## src/bclp_pkg.sv

```systemverilog
// Shared types and constants for the button click / long-press detector.
// No dependencies.
`timescale 1ns / 1ps

package bclp_pkg;

	// Widths of the channel fields
	localparam int TIME_W  = 32;
	localparam int CFG_W   = 16;
	localparam int CLICK_W = 8;

	// Configuration register indexes
	typedef enum logic [1:0] {
		REG_ACTIVE_LEVEL    = 2'd0,
		REG_DEBOUNCE_TIME   = 2'd1,
		REG_LONG_PRESS_TIME = 2'd2,
		REG_CLICK_TIMEOUT   = 2'd3
	} cfg_reg_t;

	// Reported events
	typedef enum logic [2:0] {
		EV_NONE   = 3'd0,
		EV_LONG   = 3'd1,
		EV_SINGLE = 3'd2,
		EV_DOUBLE = 3'd3,
		EV_TRIPLE = 3'd4
	} event_t;

	// Reset values and write minimums of the timing registers
	localparam logic [CFG_W-1:0] DEBOUNCE_RST   = 16'd10;
	localparam logic [CFG_W-1:0] LONG_PRESS_RST = 16'd1000;
	localparam logic [CFG_W-1:0] CLICK_TO_RST   = 16'd300;
	localparam logic [CFG_W-1:0] DEBOUNCE_MIN   = 16'd2;
	localparam logic [CFG_W-1:0] LONG_PRESS_MIN = 16'd100;
	localparam logic [CFG_W-1:0] CLICK_TO_MIN   = 16'd100;

	localparam logic [CLICK_W-1:0] CLICKS_MAX = 8'd255;

	// Configuration write, as seen by the core
	typedef struct packed {
		logic             en;
		cfg_reg_t         idx;
		logic [CFG_W-1:0] data;
	} cfg_wr_t;

	// Raise a written value to its minimum
	function automatic logic [CFG_W-1:0] at_least(input logic [CFG_W-1:0] v,
			input logic [CFG_W-1:0] lo);
		return (v < lo) ? lo : v;
	endfunction

endpackage

```

## src/bclp_if.sv

```systemverilog
// Valid/ready channel interfaces: poll input, event output, configuration writes.
// Depends on bclp_pkg.
`timescale 1ns / 1ps

interface bclp_poll_if;
	logic                       valid;
	logic                       ready;
	logic                       pin_level;
	logic [bclp_pkg::TIME_W-1:0] time_ms;

	modport source (output valid, output pin_level, output time_ms, input ready);
	modport sink   (input valid, input pin_level, input time_ms, output ready);
endinterface

interface bclp_result_if;
	logic       valid;
	logic       ready;
	logic [2:0] event_res;
	logic       pressed;

	modport source (output valid, output event_res, output pressed, input ready);
	modport sink   (input valid, input event_res, input pressed, output ready);
endinterface

interface bclp_cfg_if;
	logic                       valid;
	logic                       ready;
	logic [1:0]                 index;
	logic [bclp_pkg::CFG_W-1:0] data;

	modport source (output valid, output index, output data, input ready);
	modport sink   (input valid, input index, input data, output ready);
endinterface

```

## src/bclp_core.sv

```systemverilog
// Detector state, configuration registers and the per-poll update logic.
// Depends on bclp_pkg.
`timescale 1ns / 1ps

module bclp_core (
	input  logic                        clk,
	input  logic                        arst_n,
	input  bclp_pkg::cfg_wr_t           cfg_wr,
	input  logic                        step,
	input  logic                        pin_level,
	input  logic [bclp_pkg::TIME_W-1:0] time_ms,
	output bclp_pkg::event_t            event_res,
	output logic                        pressed
);
	import bclp_pkg::*;

	// Configuration
	logic             active_q;
	logic [CFG_W-1:0] debounce_q;
	logic [CFG_W-1:0] long_press_q;
	logic [CFG_W-1:0] click_to_q;

	// Detector state
	logic               raw_q;
	logic [TIME_W-1:0]  change_q;
	logic               stable_q;
	logic [TIME_W-1:0]  press_q;
	logic [TIME_W-1:0]  release_q;
	logic [CLICK_W-1:0] clicks_q;
	logic               long_done_q;

	// Next-state values
	logic               raw_d;
	logic [TIME_W-1:0]  change_d;
	logic               stable_d;
	logic [TIME_W-1:0]  press_d;
	logic [TIME_W-1:0]  release_d;
	logic [CLICK_W-1:0] clicks_d;
	logic               long_done_d;
	event_t             ev_d;

	// Configuration writes
	always_ff @(posedge clk or negedge arst_n) begin
		if (!arst_n) begin
			active_q     <= 1'b0;
			debounce_q   <= DEBOUNCE_RST;
			long_press_q <= LONG_PRESS_RST;
			click_to_q   <= CLICK_TO_RST;
		end else if (cfg_wr.en) begin
			unique case (cfg_wr.idx)
				REG_ACTIVE_LEVEL:    active_q     <= cfg_wr.data[0];
				REG_DEBOUNCE_TIME:   debounce_q   <= at_least(cfg_wr.data, DEBOUNCE_MIN);
				REG_LONG_PRESS_TIME: long_press_q <= at_least(cfg_wr.data, LONG_PRESS_MIN);
				REG_CLICK_TIMEOUT:   click_to_q   <= at_least(cfg_wr.data, CLICK_TO_MIN);
				default: ;
			endcase
		end
	end

	// One poll: debounce, press/release tracking, long press, click timeout
	always_comb begin
		raw_d       = raw_q;
		change_d    = change_q;
		stable_d    = stable_q;
		press_d     = press_q;
		release_d   = release_q;
		clicks_d    = clicks_q;
		long_done_d = long_done_q;
		ev_d        = EV_NONE;

		if (pin_level != raw_q) begin
			// raw edge: restart the debounce timer only
			raw_d    = pin_level;
			change_d = time_ms;
		end else if ((time_ms - change_q) >= {{(TIME_W-CFG_W){1'b0}}, debounce_q}) begin
			if (pin_level != stable_q) begin
				stable_d = pin_level;
				if (pin_level == active_q) begin
					press_d     = time_ms;
					long_done_d = 1'b0;
				end else begin
					release_d = time_ms;
					if (!long_done_q && clicks_q != CLICKS_MAX)
						clicks_d = clicks_q + 8'd1;
				end
			end
			// long press fires once per press and kills the click sequence
			if (stable_d == active_q && !long_done_d &&
					(time_ms - press_d) >= {{(TIME_W-CFG_W){1'b0}}, long_press_q}) begin
				long_done_d = 1'b1;
				ev_d        = EV_LONG;
				clicks_d    = '0;
			end
			// click sequence closes; four or more clicks are dropped
			if (clicks_d != '0 &&
					(time_ms - release_d) >= {{(TIME_W-CFG_W){1'b0}}, click_to_q}) begin
				case (clicks_d)
					8'd1:    ev_d = EV_SINGLE;
					8'd2:    ev_d = EV_DOUBLE;
					8'd3:    ev_d = EV_TRIPLE;
					default: ;
				endcase
				clicks_d = '0;
			end
		end
	end

	assign event_res = ev_d;
	assign pressed   = (stable_d == active_q);

	// State update on each processed poll
	always_ff @(posedge clk or negedge arst_n) begin
		if (!arst_n) begin
			raw_q       <= 1'b1;
			change_q    <= '0;
			stable_q    <= 1'b1;
			press_q     <= '0;
			release_q   <= '0;
			clicks_q    <= '0;
			long_done_q <= 1'b0;
		end else if (step) begin
			raw_q       <= raw_d;
			change_q    <= change_d;
			stable_q    <= stable_d;
			press_q     <= press_d;
			release_q   <= release_d;
			clicks_q    <= clicks_d;
			long_done_q <= long_done_d;
		end
	end

endmodule

```

## src/button_click_longpress_detector.sv

```systemverilog
// Top level of the button click / long-press detector: channel registers around bclp_core.
// Depends on bclp_pkg, bclp_if.sv and bclp_core.
`timescale 1ns / 1ps

// Usage:
//   poll   - input channel; each beat is one sample of the raw pin (pin_level) with
//            its millisecond timestamp (time_ms, wrapping).
//   result - output channel; exactly one beat per poll beat, in order, carrying
//            event_res (none, long press, single, double, triple click) and the
//            debounced pressed flag after that poll.
//   cfg    - register writes: index 0 active level, 1 debounce time, 2 long-press
//            time, 3 click timeout. Always ready; write only while no poll is in flight.
// Path: a poll beat is registered in the input register, evaluated against the
// detector state once the result register is free or draining, and lands in the
// result register, from which its result is offered.
// Throughput is one poll per cycle while the receiver keeps ready high; the state
// update loop in bclp_core sets that figure.
// Stall: when the receiver holds ready low the result register holds, one more poll
// waits in the input register, and poll.ready falls until the result is taken.
// Reset (arst_n low) clears both registers, restores the default configuration and
// puts the detector in the released, idle-high state with no clicks counted.

module button_click_longpress_detector (
	input logic           clk,
	input logic           arst_n,
	bclp_poll_if.sink     poll,
	bclp_result_if.source result,
	bclp_cfg_if.sink      cfg
);
	import bclp_pkg::*;

	// Input register
	logic              valid_s1;
	logic              pin_s1;
	logic [TIME_W-1:0] time_s1;

	// Result register
	logic       res_valid_q;
	event_t     event_q;
	logic       pressed_q;

	logic    advance;
	cfg_wr_t cfg_wr;
	event_t  core_event;
	logic    core_pressed;

	// Evaluate the registered poll when the result register is free or draining
	assign advance    = valid_s1 && (!res_valid_q || result.ready);
	assign poll.ready = !valid_s1 || advance;

	assign cfg.ready  = 1'b1;
	assign cfg_wr.en   = cfg.valid;
	assign cfg_wr.idx  = cfg_reg_t'(cfg.index);
	assign cfg_wr.data = cfg.data;

	// Input register
	always_ff @(posedge clk or negedge arst_n) begin
		if (!arst_n) begin
			valid_s1 <= 1'b0;
		end else if (poll.ready) begin
			valid_s1 <= poll.valid;
		end
	end

	always_ff @(posedge clk) begin
		if (poll.valid && poll.ready) begin
			pin_s1  <= poll.pin_level;
			time_s1 <= poll.time_ms;
		end
	end

	bclp_core u_core (
		.clk       (clk),
		.arst_n    (arst_n),
		.cfg_wr    (cfg_wr),
		.step      (advance),
		.pin_level (pin_s1),
		.time_ms   (time_s1),
		.event_res (core_event),
		.pressed   (core_pressed)
	);

	// Result register
	always_ff @(posedge clk or negedge arst_n) begin
		if (!arst_n) begin
			res_valid_q <= 1'b0;
		end else if (!res_valid_q || result.ready) begin
			res_valid_q <= valid_s1;
		end
	end

	always_ff @(posedge clk) begin
		if (advance) begin
			event_q   <= core_event;
			pressed_q <= core_pressed;
		end
	end

	assign result.valid     = res_valid_q;
	assign result.event_res = event_q;
	assign result.pressed   = pressed_q;

endmodule

```

## src/flat_wrapper.sv

```systemverilog
// flat-port wrapper written by rule: the top's interface ports become plain ports
module button_click_longpress_detector_flat import bclp_pkg::*;
  (clk, arst_n, poll_valid, poll_pin_level, poll_time_ms, poll_ready, result_valid, result_event_res, result_pressed, result_ready, cfg_valid, cfg_index, cfg_data, cfg_ready);
  bclp_poll_if poll_i ();
  bclp_result_if result_i ();
  bclp_cfg_if cfg_i ();
  input logic clk;
  input logic arst_n;
  input wire logic [$bits(poll_i.valid)-1:0] poll_valid;
  input wire logic [$bits(poll_i.pin_level)-1:0] poll_pin_level;
  input wire logic [$bits(poll_i.time_ms)-1:0] poll_time_ms;
  output wire logic [$bits(poll_i.ready)-1:0] poll_ready;
  output wire logic [$bits(result_i.valid)-1:0] result_valid;
  output wire logic [$bits(result_i.event_res)-1:0] result_event_res;
  output wire logic [$bits(result_i.pressed)-1:0] result_pressed;
  input wire logic [$bits(result_i.ready)-1:0] result_ready;
  input wire logic [$bits(cfg_i.valid)-1:0] cfg_valid;
  input wire logic [$bits(cfg_i.index)-1:0] cfg_index;
  input wire logic [$bits(cfg_i.data)-1:0] cfg_data;
  output wire logic [$bits(cfg_i.ready)-1:0] cfg_ready;
  assign poll_i.valid = poll_valid;
  assign poll_i.pin_level = poll_pin_level;
  assign poll_i.time_ms = poll_time_ms;
  assign poll_ready = poll_i.ready;
  assign result_valid = result_i.valid;
  assign result_event_res = result_i.event_res;
  assign result_pressed = result_i.pressed;
  assign result_i.ready = result_ready;
  assign cfg_i.valid = cfg_valid;
  assign cfg_i.index = cfg_index;
  assign cfg_i.data = cfg_data;
  assign cfg_ready = cfg_i.ready;
  button_click_longpress_detector u_core (.clk(clk), .arst_n(arst_n), .poll(poll_i), .result(result_i), .cfg(cfg_i));
endmodule
```

## config.mk

```make
export PLATFORM = sky130hd
export DESIGN_NAME = button_click_longpress_detector_flat
export DESIGN_NICKNAME = d
export VERILOG_FILES = /design/src/bclp_pkg.sv /design/src/bclp_if.sv /design/src/bclp_core.sv /design/src/button_click_longpress_detector.sv /design/src/flat_wrapper.sv
export SDC_FILE = /design/constraint.sdc
export NUM_CORES = 1
export LEC_CHECK = 0
export BUFFER_PORTS_ARGS = -buffer_cell sky130_fd_sc_hd__buf_4
export CAP_MARGIN = 5
export CORE_MARGIN = 2
export CORE_UTILIZATION = 60
export DETAILED_ROUTE_END_ITERATION = 12
export GPL_TIMING_DRIVEN = 0
export PLACE_DENSITY = 0.78
export SLEW_MARGIN = 40
export SYNTH_ARGS = -nofsm -noshare
export SYNTH_HDL_FRONTEND = slang
export SYNTH_HIERARCHICAL = 1
export SYNTH_SLANG_ARGS = --single-unit
```

## constraint.sdc

```tcl
create_clock -name clk -period 7.93 [get_ports clk]
set_clock_uncertainty 0.1 [all_clocks]
set_input_delay 0.793 -clock clk [delete_from_list [all_inputs] [get_ports clk]]
set_output_delay 0.793 -clock clk [all_outputs]
set_load 0.05 [all_outputs]
```

# ---- After elaboration in Yosys (flattened, before gate mapping)
# Cells that the tools add are included.
dict set report word_totals {
  latchBits 0
  out_inout_bits 7
  rom_bits 0
  ramBits 0
  ff_bits 195
  word_cells 91
  mem_count 0
}
dict set report classes {
  add_sub_neg 4
  n_reduce_logical 21
  n_mux 30
  div 0
  n_lt_le_gt_ge 5
  multipliers 0
  n_bitwise 2
  n_shift 0
  n_eq_ne 12
}
# operator n
set ops {}
lappend ops {{$mux 32} 8}
lappend ops {{$ge 32x16->1} 3}
lappend ops {{$sub 32x32->32} 3}
lappend ops {{$mux 8} 7}
lappend ops {{$mux 16} 2}
lappend ops {{$eq 8x2->1 const B} 2}
lappend ops {{$lt 16x2->1 const B} 1}
lappend ops {{$lt 16x7->1 const B} 1}
lappend ops {{$mux 1} 11}
lappend ops {{$reduce_and 2->1} 5}
lappend ops {{$pmux 3 s3} 1}
lappend ops {{$add 8x1->8 const B} 1}
lappend ops {{$eq 8x1->1 const B} 1}
lappend ops {{$ne 8x8->1 const B} 1}
lappend ops {{$reduce_bool 8->1} 1}
lappend ops {{$logic_and 1x1->1} 6}
lappend ops {{$eq 2x2->1 const B} 2}
lappend ops {{$logic_not 1->1} 4}
lappend ops {{$eq 1x1->1} 3}
lappend ops {{$mux 3} 1}
lappend ops {{$reduce_and 3->1} 1}
lappend ops {{$eq 2x1->1 const B} 1}
lappend ops {{$logic_not 2->1} 1}
lappend ops {{$logic_or 1x1->1} 2}
lappend ops {{other kinds (3)} 5}

# ---- Logic depth before layout (Yosys ltp)
dict set report logic_depth {
  ltp_word 14
  mapped_depth 31
  depth_no_buf 29
}

# ---- Modules after synthesis
# The synthesis kept the hierarchy.
# mod seq_area_each_um2 instances cells_each area_per_inst_um2
set by_module_without_submodules {}
lappend by_module_without_submodules {bclp_core 3921.3 1 1766 14674.1}
lappend by_module_without_submodules {button_click_longpress_detector 1161.1 1 47 1226.2}

# ---- Least setup slack after synthesis
# No wires, ideal clock.
dict set report synth_timing {
  kind {register to register}
  start {reg u_core.u_core.active_q}
  end {reg u_core.event_q[0] (netlist: u_core/result.event_res[0]) (data pin)}
  stages_incl_launch_ff 26
  arrival_ns 5.424
  setup_slack_ns 2.152
  synth_period_minus_slack_ns 5.778
  path_buffers 2
  setup_ns 0.254
  cell_sequence {dfrtp_1 buf_6 nand2b_4 o22ai_1 clkbuf_1 mux2i_1 ha_1 a21o_1 a211o_1 a2bb2oi_1 a21o_1 a21o_1 a21oi_1 xnor2_1 ha_1 and3_1 nand2_1 nand2_1 nor4b_1 nand3_1 or4_1 nor4b_1 nand4_1 nand2_1 o22a_1 nor2_1}
}
dict set report synth_via {
  elab_chain_len 14
}
# element line
set synth_rtl {}
lappend synth_rtl {{from (decl)} bclp_core.sv:18} ;# logic active_q;
lappend synth_rtl {{from (signal assigned)} bclp_core.sv:51} ;# REG_ACTIVE_LEVEL: active_q <= cfg_wr.data[0];
lappend synth_rtl {{$eq 1x1->1} bclp_core.sv:78} ;# if (pin_level == active_q) begin
lappend synth_rtl {{$mux 32 / $mux 1 (equally long branches)} bclp_core.sv:78}
lappend synth_rtl {{$mux 32 / $mux 1 (equally long branches)} bclp_core.sv:76} ;# if (pin_level != stable_q) begin
lappend synth_rtl {{$mux 32 / $mux 1 (equally long branches)} bclp_core.sv:75} ;# end else if ((time_ms - change_q) >= {{(TIME_W-CFG_W){1'b0}}, debounce_q}) begin
lappend synth_rtl {{$mux 32 / $mux 1 (equally long branches)} bclp_core.sv:71} ;# if (pin_level != raw_q) begin
lappend synth_rtl {{$sub 32x32->32 / $logic_not 1->1 (equally long branches)} {bclp_core.sv:89, bclp_core.sv:88}}
lappend synth_rtl {{$ge 32x16->1 / $logic_and 1x1->1 (equally long branches)} {bclp_core.sv:89, bclp_core.sv:88}}
lappend synth_rtl {{$logic_and 1x1->1} bclp_core.sv:88} ;# if (stable_d == active_q && !long_done_d &&
lappend synth_rtl {{$mux 8} bclp_core.sv:88}
lappend synth_rtl {{$mux 8} bclp_core.sv:75}
lappend synth_rtl {{$mux 8} bclp_core.sv:71}
lappend synth_rtl {{$eq 8x2->1, or another cell as far along} bclp_core.sv:97} ;# case (clicks_d)
lappend synth_rtl {{$pmux 3 s3 / $logic_and 1x1->1 (equally long branches)} {bclp_core.sv:97, bclp_core.sv:95}}
lappend synth_rtl {{$mux 3 (*)} bclp_core.sv:95} ;# if (clicks_d != '0 &&
lappend synth_rtl {{to (signal assigned)} button_click_longpress_detector.sv:94} ;# event_q <= core_event;
lappend synth_rtl {{to (decl)} button_click_longpress_detector.sv:39} ;# event_t event_q;
# Every way passes the cells marked *; elsewhere a longest branch is shown, timed or not. The select of a mux whose other input is x is not followed.
# A chain may end at the register's enable or synchronous reset.

# ---- Final worst setup path
dict set report layout_timing {
  start {reg u_core.u_core.stable_q}
  end {reg u_core.u_core.clicks_q[6]}
}
dict set report layout_via {
  elab_chain_len 13
}
# element line
set layout_rtl {}
lappend layout_rtl {{from (decl)} bclp_core.sv:26} ;# logic stable_q;
lappend layout_rtl {{from (signal assigned)} bclp_core.sv:124} ;# stable_q <= stable_d;
lappend layout_rtl {{$ne 1x1->1} bclp_core.sv:76}
lappend layout_rtl {{$mux 32 / $mux 1 (equally long branches)} bclp_core.sv:76}
lappend layout_rtl {{$mux 32 / $mux 1 (equally long branches)} bclp_core.sv:75}
lappend layout_rtl {{$mux 32 / $mux 1 (equally long branches)} bclp_core.sv:71}
lappend layout_rtl {{$sub 32x32->32, or another cell as far along} bclp_core.sv:89} ;# (time_ms - press_d) >= {{(TIME_W-CFG_W){1'b0}}, long_press_q}) begin
lappend layout_rtl {{$ge 32x16->1 / $logic_and 1x1->1 (equally long branches)} {bclp_core.sv:89, bclp_core.sv:88}}
lappend layout_rtl {{$logic_and 1x1->1} bclp_core.sv:88}
lappend layout_rtl {{$mux 8} bclp_core.sv:88}
lappend layout_rtl {{$mux 8} bclp_core.sv:75}
lappend layout_rtl {{$mux 8} bclp_core.sv:71}
lappend layout_rtl {{$reduce_bool 8->1} bclp_core.sv:95}
lappend layout_rtl {{$logic_and 1x1->1} bclp_core.sv:95}
lappend layout_rtl {{$mux 8 (*)} bclp_core.sv:95}
lappend layout_rtl {{to (signal assigned)} bclp_core.sv:127} ;# clicks_q <= clicks_d;
lappend layout_rtl {{to (decl)} bclp_core.sv:29} ;# logic [CLICK_W-1:0] clicks_q;
# Marks and branches as above.

==> impl_metrics.env <==
export IMPL_grt_setup_unrepaired="no"
export IMPL_n_fill_cell=2193
export IMPL_whs_ps=139.0
export IMPL_ctsHoldBuffers=0
export IMPL_gr_usage_all_layers_pct=32.16
export IMPL_syn_area_per_cell_um2=8.770
export IMPL_first_global_vias=13430
export IMPL_ys_types=101
export IMPL_cts_setup_buffers=0
export IMPL_ant_nets=0
export IMPL_worstPathArrival_ps=7610
export IMPL_grt_pass1_wl_mm=71.06
export IMPL_async_reset_ff_share_pct=81.03
export IMPL_cts_max_level=4
export IMPL_min_period_ps=7351
export IMPL_syn2layout_area_growth_pct=9.884
export IMPL_core_area_um2=26060
export IMPL_placementRows=59
export IMPL_critical_path_class="reg2reg"
export IMPL_final_nets=2085
export IMPL_vias=14380
export IMPL_cts_made_buffers=17
export IMPL_vias_per_cell=6.412
export IMPL_clock_sinks=195
export IMPL_worst_setup_path_start_kind="flip-flop"
export IMPL_portBuffers=61
export IMPL_syn_inst=1813
export IMPL_max_freq_mhz=136.0
export IMPL_syn_nets=2003
export IMPL_num_io_pins=63
export IMPL_crit_path_start="u_core/u_core/stable_q"
export IMPL_post_route_period_util_pct=92.70
export IMPL_cp_end_kind="flip-flop"
export IMPL_drc=0
export IMPL_drive_above_1_share_pct=11.64
export IMPL_cts_resized=0
export IMPL_status="complete, no violations"
export IMPL_r2r_end="u_core/u_core/clicks_q[6]"
export IMPL_multiInputGateArea_um2=10050
export IMPL_synth_seq_cells=195
export IMPL_seq_area_um2=5082
export IMPL_gp_congestion=0.9500
export IMPL_routedWlPerCell_um=20.14
export IMPL_die_x_um=166.8
export IMPL_post_dp_hpwl_mm=35.76
export IMPL_r2r_slack_ps=580
export IMPL_cts_root_buf="clkbuf_16"
export IMPL_synth_flop_cell="dfrtp_1"
export IMPL_clk_pin_slew_ps=80
export IMPL_hold_class="in2async"
export IMPL_finalSetupViolations=0
export IMPL_cp_data_required_time_ps=8190
export IMPL_dieArea_um2=27820
export IMPL_crit_fanout=10
export IMPL_drt_iter0_drc=1269
export IMPL_hold_viol=0
export IMPL_antenna_found_initial=0
export IMPL_finalMaxSlewViolations=0
export IMPL_fp_dieH_um=166.8
export IMPL_clock_latency_ps=440
export IMPL_synth_edf_count=37
export IMPL_dr_pass1_iters=7
export IMPL_initial_core_util_pct=61.02
export IMPL_cts_buffer_depth=2
export IMPL_reg2reg_depth=27
export IMPL_slew_limit_headroom_pct=44.61
export IMPL_grt_start_max_net_pins=61
export IMPL_yosysWarnings=6
export IMPL_tns_ps=0
export IMPL_max_cap_violations=0
export IMPL_p_leak_uw=0.007681
export IMPL_synth_seq_area_share_pct=31.96
export IMPL_reg2reg_from="u_core/u_core/stable_q"
export IMPL_num_antenna_cells=0
export IMPL_synth_area_um2=15900
export IMPL_totalWireLength_mm=45.17
export IMPL_ir_drop_mv=0.1912
export IMPL_worstMarginPinSlew_ps=820.5
export IMPL_overflow=0
export IMPL_powerDensity_nw_per_um2=359.5
export IMPL_tritoncts="yes"
-- final cells by class --
class	instances	share of cell area (%)
clock buffers	17	2.435
plain buffers	79	2.027
repair buffers	63	2.979
inverters	118	2.535
multi-input cells	1421	57.50
flip-flops and latches	195	29.09
clock inverters	15	1.038
well taps	335	2.399
-- through the flow --
step	total power [uW]	std cells	area, um^2	utilization [%]	worst slack [ps]
floorplan	4391	1813	15900	-	2152
finish	6281	2243	17470	67.05	579.1
global placement	5182	2209	16780	64.38	545.4
detailed placement	5302	2211	16860	64.69	773.6
CTS	6214	2243	17460	67.02	721.7
global route	6771	2243	17470	67.05	161.5
-- logic make-up after synthesis --
group                    after synthesis  synth area share, %
buffers and inverters                197                5.005
AND/OR/NAND/NOR                      560                17.92
AO/OA/AOI/OAI                        520                21.41
XOR/XNOR                              63                3.470
multiplexers                         136                9.128
adder cells (fa/ha/maj)              141                11.08
other                                  1              0.02358
flip-flops                           195                31.96
-- cell usage after synthesis (all sizes together), types with 5 or more instances --
master     n  area share [%]
o31ai      5            0.24
a31oi     19            0.75
buf       19            0.80
mux2      72             5.1
nor2     157             3.7
nand2    136             3.2
a21o      32             1.5
o21bai    13            0.61
and2      12            0.49
xor2      17            0.94
a21boi     6            0.31
edfxtp    37             7.0
and3      12            0.47
nand4     27             1.1
inv      118             2.8
a211o      7            0.39
o21a      16            0.76
clkbuf    60             1.4
mux2i     64             4.0
xnor2     46             2.5
o211ai    32             1.5
o22ai     10            0.39
maj3       7            0.44
o21ai    105             3.3
a211oi    26             1.3
or4       10            0.50
dfrtp    144              23
nand3b     7            0.41
o2111ai   12            0.66
nor3      35             1.2
or3       14            0.55
a311o      5            0.38
o311ai     6            0.33
nand2b    39             1.6
nor4      14            0.78
nor3b      8            0.41
nor2b     30             1.2
nand3     36             1.1
ha       132              10
a22oi      8            0.38
a21oi    158             5.0
dfstp     14             2.3
or2        6            0.24
a311oi     8            0.44
-- layer usage --
layer,wire length (um),vias up,track usage [%]
met5,0,-,0
met4,1466,0,11.28
met3,3127,89,4.111
met2,20330,532,50.63
met1,20240,6934,45.90
li1,-,6827,-
-- cells in the final DEF, fill, tap and decap left out, types with 19 or more instances in the layout --
master,count
ha_1,132
a21o_1,32
a21oi_1,158
xnor2_1,46
dfrtp_1,144
nor2_1,156
o211ai_1,31
a211oi_1,25
mux2_2,65
nand3_1,36
nand4_1,27
o21ai_0,100
a31oi_1,19
nand2b_1,38
buf_4,62
clkbuf_1,59
nor3_1,34
nor2b_1,30
edfxtp_1,37
mux2i_1,64
nand2_1,135
inv_1,118
-- critical path: stages (launching register included) --
cell	delay [ps]
dfstp_2	540
buf_2	240
and3b_1	270
nor2_1	250
buf_2	340
buf_1	560
o21ai_0	210
ha_1	290
o221ai_1	210
a21boi_1	170
or3_1	480
nor2b_1	190
o211ai_1	200
o21ai_0	120
a221oi_1	390
ha_1	320
nand2_1	90
o21ai_0	100
nand2b_1	150
nand4_1	90
a2111oi_0	420
o2111ai_1	190
nor3_1	220
nand4_1	190
nor4_4	340
buf_2	330
o2111ai_1	150
o211ai_1	150
-- worst max path at each step --
| stage | slack [ps] | cells past startpoint | to |
|---|---|---|---|
| 2_1_floorplan | 2150 | 25 | u_core/result.event_res[0] |
| 3_5_place_dp | 770 | 27 | u_core/u_core/clicks_q[6] |
| 5_1_grt | 160 | 26 | u_core/result.event_res[1] |
| 6_report | 580 | 27 | u_core/u_core/clicks_q[6] |
| 3_3_place_gp | 550 | 23 | u_core/u_core/clicks_q[5] |
| 4_1_cts | 720 | 27 | u_core/u_core/clicks_q[6] |
-- registers in the layout, indices dropped and copies added (netlist names), 3 cells and up --
register / count
u_core/time_s1: 32
u_core/result.event_res: 3
u_core/u_core/long_press_q: 16
u_core/u_core/release_q: 32
u_core/u_core/click_to_q: 16
u_core/u_core/clicks_q: 8
u_core/u_core/press_q: 32
u_core/u_core/debounce_q: 16
u_core/u_core/change_q: 32
-- report_power, final --
group	switching, uW	internal (uW)	total [uW]
logic	2310	1580	3900
clock network	450	430	880
registers	196	1310	1500
total	2960	3320	6280
Note: power is estimated with default switching activity, not from simulation.
